===== src/hw/rtl/hpg_pkg.sv =====
package hpg_pkg;

  // microprogram addresses
  typedef enum logic [2:0] {
    S_FETCH    = 3'd0,
    S_DISPATCH = 3'd1,
    S_LOAD     = 3'd2,
    S_SCAN     = 3'd3,
    S_SWAP_RD  = 3'd4,
    S_SWAP_WR  = 3'd5,
    S_EXHAUST  = 3'd6,
    S_EMIT     = 3'd7
  } step_t;

  typedef enum logic [2:0] {
    OP_NONE,
    OP_LATCH,
    OP_LOAD,
    OP_SCAN,
    OP_SWAP_RD,
    OP_SWAP_WR,
    OP_EXHAUST,
    OP_EMIT
  } op_t;

  typedef enum logic [2:0] {
    C_NEVER,
    C_IN_VALID,
    C_CMD_NEXT,
    C_SCAN_END,
    C_COUNT_BELOW,
    C_OUT_FREE
  } cond_t;

  typedef enum logic {
    CMD_START = 1'b0,
    CMD_NEXT  = 1'b1
  } cmd_t;

  typedef struct packed {
    logic  accept;
    op_t   op;
    cond_t cond_a;
    step_t tgt_a;
    cond_t cond_b;
    step_t tgt_b;
    step_t nxt;
  } ctrl_word_t;

  typedef struct packed {
    logic in_valid;
    logic cmd_next;
    logic scan_end;
    logic count_below;
    logic out_free;
  } status_t;

  localparam int PACKED_ENTRIES = 8;
  localparam int PACK_BITS      = 3;

  function automatic ctrl_word_t ucode_rom(input step_t s);
    ctrl_word_t w;
    w = '{accept: 1'b0, op: OP_NONE, cond_a: C_NEVER, tgt_a: S_FETCH,
          cond_b: C_NEVER, tgt_b: S_FETCH, nxt: S_FETCH};
    unique case (s)
      S_FETCH: begin
        w.accept = 1'b1;
        w.op     = OP_LATCH;
        w.cond_a = C_IN_VALID;
        w.tgt_a  = S_DISPATCH;
        w.nxt    = S_FETCH;
      end
      S_DISPATCH: begin
        w.cond_a = C_CMD_NEXT;
        w.tgt_a  = S_SCAN;
        w.nxt    = S_LOAD;
      end
      S_LOAD: begin
        w.op  = OP_LOAD;
        w.nxt = S_EMIT;
      end
      S_SCAN: begin
        w.op     = OP_SCAN;
        w.cond_a = C_SCAN_END;
        w.tgt_a  = S_EXHAUST;
        w.cond_b = C_COUNT_BELOW;
        w.tgt_b  = S_SWAP_RD;
        w.nxt    = S_SCAN;
      end
      S_SWAP_RD: begin
        w.op  = OP_SWAP_RD;
        w.nxt = S_SWAP_WR;
      end
      S_SWAP_WR: begin
        w.op  = OP_SWAP_WR;
        w.nxt = S_EMIT;
      end
      S_EXHAUST: begin
        w.op  = OP_EXHAUST;
        w.nxt = S_EMIT;
      end
      S_EMIT: begin
        w.op     = OP_EMIT;
        w.cond_a = C_OUT_FREE;
        w.tgt_a  = S_FETCH;
        w.nxt    = S_EMIT;
      end
      default: w.nxt = S_FETCH;
    endcase
    return w;
  endfunction

endpackage


===== src/hw/rtl/heap_permutation_generator.sv =====
// Permutation generator after the iterative form of Heap's algorithm. A start beat
// (in_tuser = 0) takes a length in in_tdata[3:0], saturated to MAX_LEN, and returns the
// identity list; each next beat (in_tuser = 1) returns the list after one more swap, or
// flags exhaustion once every permutation has been produced. Control runs from a small
// microprogram ROM stepping a plain register datapath, one item at a time. A next scans
// the counters from the walk position upward, one position per cycle, until it finds a
// position k to swap or reaches the end of the list and flags exhaustion. k averages
// below 2 over a full enumeration. A result still stalled on out_tready holds the next
// one back in its final step. The next beat is accepted as soon as the result is
// registered, even while it waits on out_tready.
module heap_permutation_generator #(
  parameter int MAX_LEN = 8
) (
  input  logic        clk,
  input  logic        rst_n,
  input  logic        in_tvalid,
  output logic        in_tready,
  input  logic [7:0]  in_tdata,   // length[3:0], zero pad
  input  logic        in_tuser,   // command
  output logic        out_tvalid,
  input  logic        out_tready,
  output logic [31:0] out_tdata,  // perm_word[23:0], swap_first, swap_second, zero pad
  output logic [1:0]  out_tuser   // swapped, exhausted
);

  hpg_pkg::ctrl_word_t ctrl;
  hpg_pkg::status_t    status;

  hpg_sequencer u_seq (
    .clk    (clk),
    .rst_n  (rst_n),
    .status (status),
    .ctrl   (ctrl)
  );

  hpg_datapath #(
    .MAX_LEN (MAX_LEN)
  ) u_dp (
    .clk        (clk),
    .rst_n      (rst_n),
    .ctrl       (ctrl),
    .in_tvalid  (in_tvalid),
    .in_tdata   (in_tdata),
    .in_tuser   (in_tuser),
    .out_tready (out_tready),
    .status     (status),
    .out_tvalid (out_tvalid),
    .out_tdata  (out_tdata),
    .out_tuser  (out_tuser)
  );

  assign in_tready = ctrl.accept;

endmodule


===== src/hw/rtl/hpg_sequencer.sv =====
module hpg_sequencer (
  input  logic                clk,
  input  logic                rst_n,
  input  hpg_pkg::status_t    status,
  output hpg_pkg::ctrl_word_t ctrl
);

  hpg_pkg::step_t upc_r, upc_nxt;
  logic           hit_a, hit_b;

  function automatic logic cond_true(input hpg_pkg::cond_t c, input hpg_pkg::status_t st);
    logic r;
    r = 1'b0;
    unique case (c)
      hpg_pkg::C_NEVER:       r = 1'b0;
      hpg_pkg::C_IN_VALID:    r = st.in_valid;
      hpg_pkg::C_CMD_NEXT:    r = st.cmd_next;
      hpg_pkg::C_SCAN_END:    r = st.scan_end;
      hpg_pkg::C_COUNT_BELOW: r = st.count_below;
      hpg_pkg::C_OUT_FREE:    r = st.out_free;
      default:                r = 1'b0;
    endcase
    return r;
  endfunction

  assign ctrl  = hpg_pkg::ucode_rom(upc_r);
  assign hit_a = cond_true(ctrl.cond_a, status);
  assign hit_b = cond_true(ctrl.cond_b, status);

  always_comb begin
    priority if (hit_a) begin
      upc_nxt = ctrl.tgt_a;
    end else if (hit_b) begin
      upc_nxt = ctrl.tgt_b;
    end else begin
      upc_nxt = ctrl.nxt;
    end
  end

  always_ff @(posedge clk) begin
    if (!rst_n) begin
      upc_r <= hpg_pkg::S_FETCH;
    end else begin
      upc_r <= upc_nxt;
    end
  end

endmodule


===== src/hw/rtl/hpg_datapath.sv =====
module hpg_datapath #(
  parameter int MAX_LEN = 8
) (
  input  logic                clk,
  input  logic                rst_n,
  input  hpg_pkg::ctrl_word_t ctrl,
  input  logic                in_tvalid,
  input  logic [7:0]          in_tdata,
  input  logic                in_tuser,
  input  logic                out_tready,
  output hpg_pkg::status_t    status,
  output logic                out_tvalid,
  output logic [31:0]         out_tdata,
  output logic [1:0]          out_tuser
);

  localparam int EW = $clog2(MAX_LEN);
  localparam int KW = $clog2(MAX_LEN + 1);
  localparam int LW = (KW > 4) ? KW : 4;

  logic [EW-1:0] entry_r [MAX_LEN];
  logic [EW-1:0] entry_nxt [MAX_LEN];
  logic [EW-1:0] cnt_r [MAX_LEN];
  logic [EW-1:0] cnt_nxt [MAX_LEN];
  logic [KW-1:0] walk_r, walk_nxt;
  logic [KW-1:0] len_r, len_nxt;
  logic          cmd_r, cmd_nxt;
  logic [3:0]    req_len_r, req_len_nxt;
  logic [EW-1:0] tmp_r, tmp_nxt;
  logic [2:0]    first_r, first_nxt;
  logic [2:0]    second_r, second_nxt;
  logic          swapped_r, swapped_nxt;
  logic          done_r, done_nxt;
  logic          out_valid_r, out_valid_nxt;
  logic [31:0]   out_data_r, out_data_nxt;
  logic [1:0]    out_user_r, out_user_nxt;

  logic [EW-1:0] cur_k;
  logic [EW-1:0] cnt_k;
  logic [EW-1:0] sel_a;
  logic [EW+2:0] a_ext;
  logic [KW+2:0] k_ext;
  logic [LW-1:0] req_ext;
  logic [KW-1:0] len_sat;
  logic [23:0]   perm_w;
  logic          out_free;
  logic          count_below;
  logic          scan_end;

  assign cur_k       = walk_r[EW-1:0];
  assign cnt_k       = cnt_r[cur_k];
  assign sel_a       = walk_r[0] ? cnt_k : '0;
  assign a_ext       = {3'b000, sel_a};
  assign k_ext       = {3'b000, walk_r};
  assign req_ext     = LW'(req_len_r);
  assign len_sat     = (req_ext > LW'(MAX_LEN)) ? KW'(MAX_LEN) : KW'(req_ext);
  assign count_below = KW'(cnt_k) < walk_r;
  assign scan_end    = walk_r >= len_r;
  assign out_free    = !out_valid_r || out_tready;

  assign status.in_valid    = in_tvalid;
  assign status.cmd_next    = (cmd_r == hpg_pkg::CMD_NEXT);
  assign status.scan_end    = scan_end;
  assign status.count_below = count_below;
  assign status.out_free    = out_free;

  for (genvar i = 0; i < hpg_pkg::PACKED_ENTRIES; i++) begin : g_pack
    if (i < MAX_LEN) begin : g_live
      logic [EW+2:0] e_ext;
      assign e_ext = {3'b000, entry_r[i]};
      assign perm_w[i*hpg_pkg::PACK_BITS +: hpg_pkg::PACK_BITS] =
        (KW'(i) < len_r) ? e_ext[2:0] : 3'b000;
    end else begin : g_pad
      assign perm_w[i*hpg_pkg::PACK_BITS +: hpg_pkg::PACK_BITS] = 3'b000;
    end
  end

  always_comb begin
    entry_nxt     = entry_r;
    cnt_nxt       = cnt_r;
    walk_nxt      = walk_r;
    len_nxt       = len_r;
    cmd_nxt       = cmd_r;
    req_len_nxt   = req_len_r;
    tmp_nxt       = tmp_r;
    first_nxt     = first_r;
    second_nxt    = second_r;
    swapped_nxt   = swapped_r;
    done_nxt      = done_r;
    out_valid_nxt = out_valid_r && !out_tready;
    out_data_nxt  = out_data_r;
    out_user_nxt  = out_user_r;
    unique case (ctrl.op)
      hpg_pkg::OP_NONE: begin
      end
      hpg_pkg::OP_LATCH: begin
        if (in_tvalid) begin
          cmd_nxt     = in_tuser;
          req_len_nxt = in_tdata[3:0];
        end
      end
      hpg_pkg::OP_LOAD: begin
        for (int i = 0; i < MAX_LEN; i++) begin
          entry_nxt[i] = EW'(i);
          cnt_nxt[i]   = '0;
        end
        walk_nxt    = '0;
        len_nxt     = len_sat;
        first_nxt   = 3'b000;
        second_nxt  = 3'b000;
        swapped_nxt = 1'b0;
        done_nxt    = 1'b0;
      end
      hpg_pkg::OP_SCAN: begin
        if (!scan_end && !count_below) begin
          cnt_nxt[cur_k] = '0;
          walk_nxt       = walk_r + KW'(1);
        end
      end
      hpg_pkg::OP_SWAP_RD: begin
        tmp_nxt = entry_r[cur_k];
      end
      hpg_pkg::OP_SWAP_WR: begin
        entry_nxt[cur_k] = entry_r[sel_a];
        entry_nxt[sel_a] = tmp_r;
        cnt_nxt[cur_k]   = cnt_k + EW'(1);
        walk_nxt         = '0;
        first_nxt        = a_ext[2:0];
        second_nxt       = k_ext[2:0];
        swapped_nxt      = 1'b1;
        done_nxt         = 1'b0;
      end
      hpg_pkg::OP_EXHAUST: begin
        first_nxt   = 3'b000;
        second_nxt  = 3'b000;
        swapped_nxt = 1'b0;
        done_nxt    = 1'b1;
      end
      hpg_pkg::OP_EMIT: begin
        if (out_free) begin
          out_valid_nxt = 1'b1;
          out_data_nxt  = {2'b00, second_r, first_r, perm_w};
          out_user_nxt  = {done_r, swapped_r};
        end
      end
      default: begin
      end
    endcase
  end

  always_ff @(posedge clk) begin
    if (!rst_n) begin
      for (int i = 0; i < MAX_LEN; i++) begin
        entry_r[i] <= EW'(i);
        cnt_r[i]   <= '0;
      end
      walk_r      <= '0;
      len_r       <= '0;
      out_valid_r <= 1'b0;
    end else begin
      entry_r     <= entry_nxt;
      cnt_r       <= cnt_nxt;
      walk_r      <= walk_nxt;
      len_r       <= len_nxt;
      out_valid_r <= out_valid_nxt;
    end
  end

  always_ff @(posedge clk) begin
    cmd_r      <= cmd_nxt;
    req_len_r  <= req_len_nxt;
    tmp_r      <= tmp_nxt;
    first_r    <= first_nxt;
    second_r   <= second_nxt;
    swapped_r  <= swapped_nxt;
    done_r     <= done_nxt;
    out_data_r <= out_data_nxt;
    out_user_r <= out_user_nxt;
  end

  assign out_tvalid = out_valid_r;
  assign out_tdata  = out_data_r;
  assign out_tuser  = out_user_r;

endmodule


===== config.mk =====
export PLATFORM = sky130hd
export DESIGN_NAME = heap_permutation_generator
export DESIGN_NICKNAME = d
export VERILOG_FILES = /design/src/hw/rtl/hpg_pkg.sv /design/src/hw/rtl/heap_permutation_generator.sv /design/src/hw/rtl/hpg_sequencer.sv /design/src/hw/rtl/hpg_datapath.sv
export SDC_FILE = /design/constraint.sdc
export NUM_CORES = 1
export LEC_CHECK = 0
export ABC_AREA = 1
export BUFFER_PORTS_ARGS = -buffer_cell sky130_fd_sc_hd__buf_2
export CAP_MARGIN = 25
export CORE_AREA = 2 2 81 161
export CTS_CLUSTER_SIZE = 10
export DETAILED_ROUTE_END_ITERATION = 7
export DIE_AREA = 0 0 83 163
export HOLD_SLACK_MARGIN = 0.03
export MAX_ROUTING_LAYER = met4
export PLACE_DENSITY_LB_ADDON = 0.15
export SLEW_MARGIN = 20
export SYNTH_ARGS = -nofsm -noshare
export SYNTH_HDL_FRONTEND = slang
export SYNTH_SLANG_ARGS = --single-unit

===== constraint.sdc =====
create_clock -name clk -period 2.4 [get_ports clk]
set_input_delay 0.24 -clock clk [delete_from_list [all_inputs] [get_ports clk]]
set_output_delay 0.24 -clock clk [all_outputs]
set_load 0.01 [all_outputs]

==> impl_metrics.py, run 1 <==
metrics = {
    "finish": {
        "final_cell_mix": "nand2_1, nor2_1, inv_1",
        "fin_util_pct": 54.8,
        "antennaDiodeCount": 0,
        "syn_to_final_growth_pct": 12.1,
        "final_common_cell": "nand2_1",
        "drive_above_1_share_pct": 14.3,
        "nets": 911,
    },
    "critical_path": {
        "crit_chain": "buf_4 > o21ai_0 > nand2_1 > nand2_1 > nand2_1 > nand2_4 > ha_1 > o21ai_2 > nand2_1 > nand3_1 > o211ai_2 > buf_8 > nand3b_1 > nand2_1 > nor2_1",
        "crit_type": "flop to flop",
        "end_kind": "flop",
        "cpMaxStageDelayCell": "dfxtp_2",
        "critical_path.max_stage_delay_ns": 0.35,
        "worstReg2RegStart": "u_dp.walk_r[0]",
        "cp.arrival_ns": 2.52,
        "start_kind": "flop",
        "path_common_cell": "nand2_1",
        "critPathRequiredTime_ns": 2.70,
        "crit_path_max_fanout": 24,
        "cp-startpoint": "u_dp.walk_r[0]",
    },
    "place": {
        "dp_slack_ns": 0.0621,
        "place.port_buffers": 42,
        "place.gp.congestion": 0.949,
        "hpwl_um": 12300,
    },
    "power": {
        "clkPwrFrac_pct": 22.8,
        "leakage_uw": 0.00295,
        "pwr-share-seq_pct": 38.8,
        "combPwrFrac_pct": 38.4,
        "ir_worst_vdd_uv": 680,
        "p_sw_share_pct": 40.9,
        "internal_power_uw": 3820,
        "p_per_area_nw_per_um2": 953,
        "power_switching_uw": 2650,
    },
    "die": {
        "dieArea_um2": 13500,
        "row_count": 58,
        "die_h_um": 163,
        "core-area_um2": 12400,
        "ios": 49,
        "start_util_pct": 48.8,
        "die_w_um": 83,
    },
    "sta": {
        "final-setup-viol-count": 0,
        "setup_ws_ns": 0.175,
        "skew_ns": 0.0102,
        "finalCritPeriodShare_pct": 92.7,
        "slew_viol_final": 0,
        "hold_violations": 0,
        "fmax_mhz": 449,
        "period_needed_ns": 2.23,
    },
    "global_route": {
        "first_global_vias": 5259,
        "grt-ovfl-total": 0,
        "grt_max_degree": 33,
        "gr-usage-all-layers_pct": 25.7,
        "antenna_found_initial": 0,
        "grt_pass1_wl_um": 26500,
    },
    "clocking": {
        "clock_path_buffers": 2,
        "cts_hold_buf": 0,
        "cts-buffers-inserted": 9,
        "cts-root-buf": "clkbuf_16",
        "htreeDepth": 3,
        "cts_sinks": 108,
        "clkLatencyLatePin_ns": 0.36,
        "clk_pin_slew_ns": 0.08,
        "cts_tree": "yes",
    },
    "synth": {
        "synth-seq-area-share_pct": 43.6,
        "syn_inst": 840,
        "syn_area_um2": 6060,
        "synth.avg_cell_area_um2": 7.22,
        "synth_top_area_share_pct": 23.8,
        "ys_ff_latch": 108,
        "ys.warnings.count": 0,
        "async_flop_share_pct": 0,
        "synth.distinct_cells": 44,
        "ys.flop_type": "dfxtp_1",
        "synth.top_cells.by_area": "edfxtp_1, dfxtp_1, nand2_1",
        "synth_edf_count": 48,
        "synth_top_cell_by_area": "edfxtp_1",
    },
    "flow_run": {
        "drv_cap": 0,
    },
    "detailed_routing": {
        "vias": 5494,
        "ant_nets": 0,
        "initialDrtViolationCount": 428,
        "dr.pass1.iters": 5,
        "drt_wl_total_um": 16800,
        "drcViolationCount": 0,
        "wire_per_inst_um": 16.0,
        "viasPerCell": 5.26,
    },
    "min_path": {
        "hold_class": "input port to flop",
        "hp-start": "in_tuser",
    },
    "outcome": {
        "status": "finished, final reports clean",
    },
}
critical path: cells and delay by family (launching register included):
kind                     cells  cell delay (ns)
buffers and inverters        2             0.36
AO/OA/AOI/OAI                3             0.44
flip-flops                   1             0.35
AND/OR/NAND/NOR              9             0.74
adder cells (fa/ha/maj)      1             0.26
cells by family after synthesis:
logic type / after synthesis / share of synthesized area (%)
and+or+nand+nor: 478 / 34.3
buffers and inverters: 133 / 9.56
AOI/OAI and AO/OA: 110 / 10.5
DFF: 108 / 43.6
adders and majority gates: 8 / 1.65
xor gates and xnor gates: 2 / 0.289
other: 1 / 0.0619
power groups by stage:
stage | Combinational (uW) | Sequential (uW) | Clock, uW
after floorplan | 1950 | 2460 | 0
after detailed placement | 2470 | 2550 | 0
after global routing | 2810 | 2550 | 1560
final | 2490 | 2510 | 1470
after global placement | 2430 | 2550 | 0
after CTS | 2470 | 2510 | 1500
repair_timing:
| item | in CTS | in global routing |
|---|---|---|
| endpoints found under the setup margin | 0 | 42 |
| endpoints found under the hold margin | 0 | 0 |
| resized for setup | 0 | 11 |
| buffers inserted | 0 | 0 |
layer usage:
layer | global-route usage, % | share of wire (%) | vias up
met5 | - | 0 | -
met4 | 12.4 | 4.3 | 0
met3 | 4.26 | 4.5 | 50
met2 | 44.6 | 51 | 148
met1 | 28.6 | 40 | 2516
li1 | - | - | 2780
sequential cells by signal, indices dropped and copies added, names as in the netlist:
register / count
u_dp.second_r: 3
u_dp.out_tdata: 30
u_dp.swapped_r: 1
u_dp.out_tvalid: 1
u_dp.done_r: 1
u_dp.entry_r: 24
u_dp.cmd_r: 1
u_dp.req_ext: 4
u_dp.tmp_r: 3
u_dp.out_tuser: 2
u_dp.walk_r: 4
u_dp.cnt_r: 24
u_seq.upc_r: 3
u_dp.first_r: 3
u_dp.len_r: 4
path summary, 6_finish.rpt:
| check | to | slack (ns) | cells past startpoint |
|---|---|---|---|
| max reg2reg | u_dp.cnt_r[8] | 0.17 | 15 |
| max | u_dp.cnt_r[8] | 0.17 | 15 |
| min | u_dp.cmd_r | 0.05 | 1 |
| min reg2reg | u_dp.out_tuser[0] | 0.42 | 0 |
per-stage QoR:
stage	TNS [ns]	instances	hold WS (ns)	cell area, um^2	power [uW]
2_1_floorplan	0	841	0.339	6060	4410
3_3_place_gp	0	1029	0.403	6480	4980
3_5_place_dp	0	1029	0.405	6480	5020
4_1_cts	0	1045	0.0456	6770	6480
5_1_grt	-0.00747	1045	0.0429	6800	6910
6_report	0	1045	0.0530	6800	6470
synth_stat cells, drive strengths merged, types with 2 or more instances:
master     n
buf       18
o2111ai    2
nor3       5
dfxtp     60
a21oi     53
o21bai     2
o211ai     4
o22ai      6
nand3b    19
nand2    275
inv      102
clkbuf    12
nand3     53
a22oi      2
ha         8
edfxtp    48
xnor2      2
o21ai     33
a31oi      3
nor2     125
a221oi     3
layout make-up:
type | instances | area (um^2)
Fill cell | 1235 | 5610
Multi-Input combinational cell | 600 | 2850
Sequential cell | 108 | 2650
Timing Repair Buffer | 68 | 429
Inverter | 103 | 397
Clock buffer | 10 | 229
Tap cell | 150 | 188
Clock inverter | 6 | 56.3
(Power assumes the default switching activity.)
==> run 2, diff against run 1 <==
--- a/config.mk
+++ b/config.mk
@@ -8,13 +8,14 @@
 export ABC_AREA = 1
 export BUFFER_PORTS_ARGS = -buffer_cell sky130_fd_sc_hd__buf_2
 export CAP_MARGIN = 25
-export CORE_AREA = 2 2 81 161
+export CORE_AREA = 2 2 127 104
 export CTS_CLUSTER_SIZE = 10
 export DETAILED_ROUTE_END_ITERATION = 7
-export DIE_AREA = 0 0 83 163
+export DIE_AREA = 0 0 129 106
 export HOLD_SLACK_MARGIN = 0.03
 export MAX_ROUTING_LAYER = met4
-export PLACE_DENSITY_LB_ADDON = 0.15
+export PLACE_DENSITY = 0.67
+export SKIP_CTS_REPAIR_TIMING = 1
 export SLEW_MARGIN = 20
 export SYNTH_ARGS = -nofsm -noshare
 export SYNTH_HDL_FRONTEND = slang
==> run 2 against run 1 <==
Compared with the run above: flip-flop and latch count is the same; largest power group is now combinational logic; critical path type unchanged; utilization shrank 0.17 points; count of clock-buffer cells in the layout is the same; die area grew 1.1%.
==> impl_metrics.py, run 2 (synthesis results as in run 1) <==
metrics = {
    "outcome": {
        "status": "finished, final reports clean",
    },
    "critical_path": {
        "crit_chain": "buf_4 > nor2_2 > nand3_1 > nand2_4 > o21ai_4 > buf_12 > nand2_1 > nand2_1 > nand2_1 > nand2_1 > nand2_1 > nand2_1 > o21ai_0 > nand3_1 > nand2_1",
        "crit_family": "simple AND/OR/NAND/NOR gates",
        "start_kind": "flop",
        "rr_endpoint": "u_dp.entry_r[18]",
        "end_kind": "flop",
        "critPathRequiredTime_ns": 2.70,
        "crit_type": "flop to flop",
        "path_common_cell": "nand2_1",
        "critical_path.max_stage_delay_ns": 0.37,
        "crit_path_max_fanout": 18,
        "cpMaxStageDelayCell": "dfxtp_2",
        "path_buf_inv": 2,
        "reg2reg_depth": 15,
        "ff2ff_setup_slack_ns": 0.20,
        "worstReg2RegStart": "u_dp.walk_r[2]",
        "cp.arrival_ns": 2.49,
    },
    "global_route": {
        "grt-ovfl-total": 0,
        "first_global_vias": 4945,
        "grt_pass1_wl_um": 25400,
        "antenna_found_initial": 0,
        "gr-usage-all-layers_pct": 24.5,
        "grt_max_degree": 33,
    },
    "detailed_routing": {
        "ant_nets": 0,
        "vias": 5495,
        "viasPerCell": 5.14,
        "dr.pass1.iters": 5,
        "drcViolationCount": 0,
        "drt_wl_total_um": 15300,
        "initialDrtViolationCount": 394,
        "wire_per_inst_um": 14.3,
    },
    "sta": {
        "tns_ns": 0,
        "final-setup-viol-count": 0,
        "period_needed_ns": 2.20,
        "fmax_mhz": 456,
        "slew_viol_final": 0,
        "grt_setup_unrepaired": "no",
        "skew_ns": 0.0126,
        "finalCritPeriodShare_pct": 91.5,
        "hold_violations": 0,
    },
    "die": {
        "core-area_um2": 12500,
        "ios": 49,
        "die_w_um": 129,
        "row_count": 37,
        "dieArea_um2": 13700,
        "die_h_um": 106,
        "start_util_pct": 48.3,
    },
    "power": {
        "p_per_area_nw_per_um2": 939,
        "leakage_uw": 0.00296,
        "ir_worst_vdd_uv": 410,
    },
    "place": {
        "hpwl_um": 11300,
        "place.port_buffers": 42,
        "place.gp.congestion": 0.919,
    },
    "clocking": {
        "cts-root-buf": "clkbuf_16",
        "clock_path_buffers": 2,
        "cts-buffers-inserted": 9,
        "cts_tree": "yes",
        "cts_sinks": 108,
        "clkLatencyLatePin_ns": 0.36,
        "clk_pin_slew_ns": 0.08,
        "htreeDepth": 3,
    },
    "min_path": {
        "hold_path_depth": 1,
        "holdPathEnd": "u_dp.cmd_r",
        "hp-start": "in_tuser",
        "hold_class": "input port to flop",
    },
    "flow_run": {
        "drv_cap": 0,
    },
    "finish": {
        "largest_reg_flops": 30,
        "drive_above_1_share_pct": 14.4,
        "final_cell_mix": "nand2_1, nor2_1, inv_1",
        "antennaDiodeCount": 0,
        "final_common_cell": "nand2_1",
        "syn_to_final_growth_pct": 13.0,
        "fin_util_pct": 54.6,
        "nets": 911,
    },
}
## run 2: area by class of cell
class	count	area, um^2
repair buffers	68	443
fillers	1251	5700
well taps	175	219
multi-input cells	600	2860
clock buffers	10	229
flip-flops and latches	108	2650
inverters	103	397
clock inverters	6	55.1
## run 2: how the worst max path moves through the flow
| stage | startpoint | end | slack (ns) | cells after the start |
|---|---|---|---|---|
| global placement | u_dp.walk_r[1] | u_dp.entry_r[14] | 0.15 | 15 |
| finish | u_dp.walk_r[2] | u_dp.entry_r[18] | 0.20 | 15 |
| global route | u_dp.walk_r[0] | u_dp.cnt_r[5] | 0.02 | 16 |
| CTS | u_dp.walk_r[1] | u_dp.entry_r[18] | 0.10 | 15 |
| floorplan | u_dp.walk_r[0] | u_dp.cnt_r[11] | 0.38 | 18 |
| detailed placement | u_dp.walk_r[1] | u_dp.entry_r[18] | 0.14 | 15 |
## run 2: worst register-to-register path: stages (launching register included)
cell and delay, ns:
dfxtp_2 0.37, buf_4 0.17, nor2_2 0.13, nand3_1 0.14
nand2_4 0.15, o21ai_4 0.08, buf_12 0.17, nand2_1 0.07
nand2_1 0.06, nand2_1 0.06, nand2_1 0.05, nand2_1 0.19
nand2_1 0.15, o21ai_0 0.18, nand3_1 0.11, nand2_1 0.07
## run 2: stage by stage
stage          instances  cell area, um^2  power (uW)  hold WS [ns]  worst slack [ns]
6_report            1070             6850        6430        0.0469             0.205
5_1_grt             1070             6850        6920        0.0359            0.0195
4_1_cts             1070             6820        6440        0.0371             0.103
3_5_place_dp        1054             6540        5010         0.405             0.137
3_3_place_gp        1054             6540        4970         0.401             0.153
2_1_floorplan        841             6060        4410         0.339             0.380
## run 2: per-layer routing
layer / GRT usage [%] / routed length [um] / vias up
met5: - / 0 / -
met3: 4.78 / 1130 / 15
met2: 37.0 / 6640 / 196
met1: 33.6 / 7270 / 2491
met4: 6.99 / 241 / 0
li1: - / - / 2793
## run 2: where the power goes
part	internal, uW	switching (uW)
combinational	839	1670
sequential	2290	207
clock	727	703
total	3850	2580
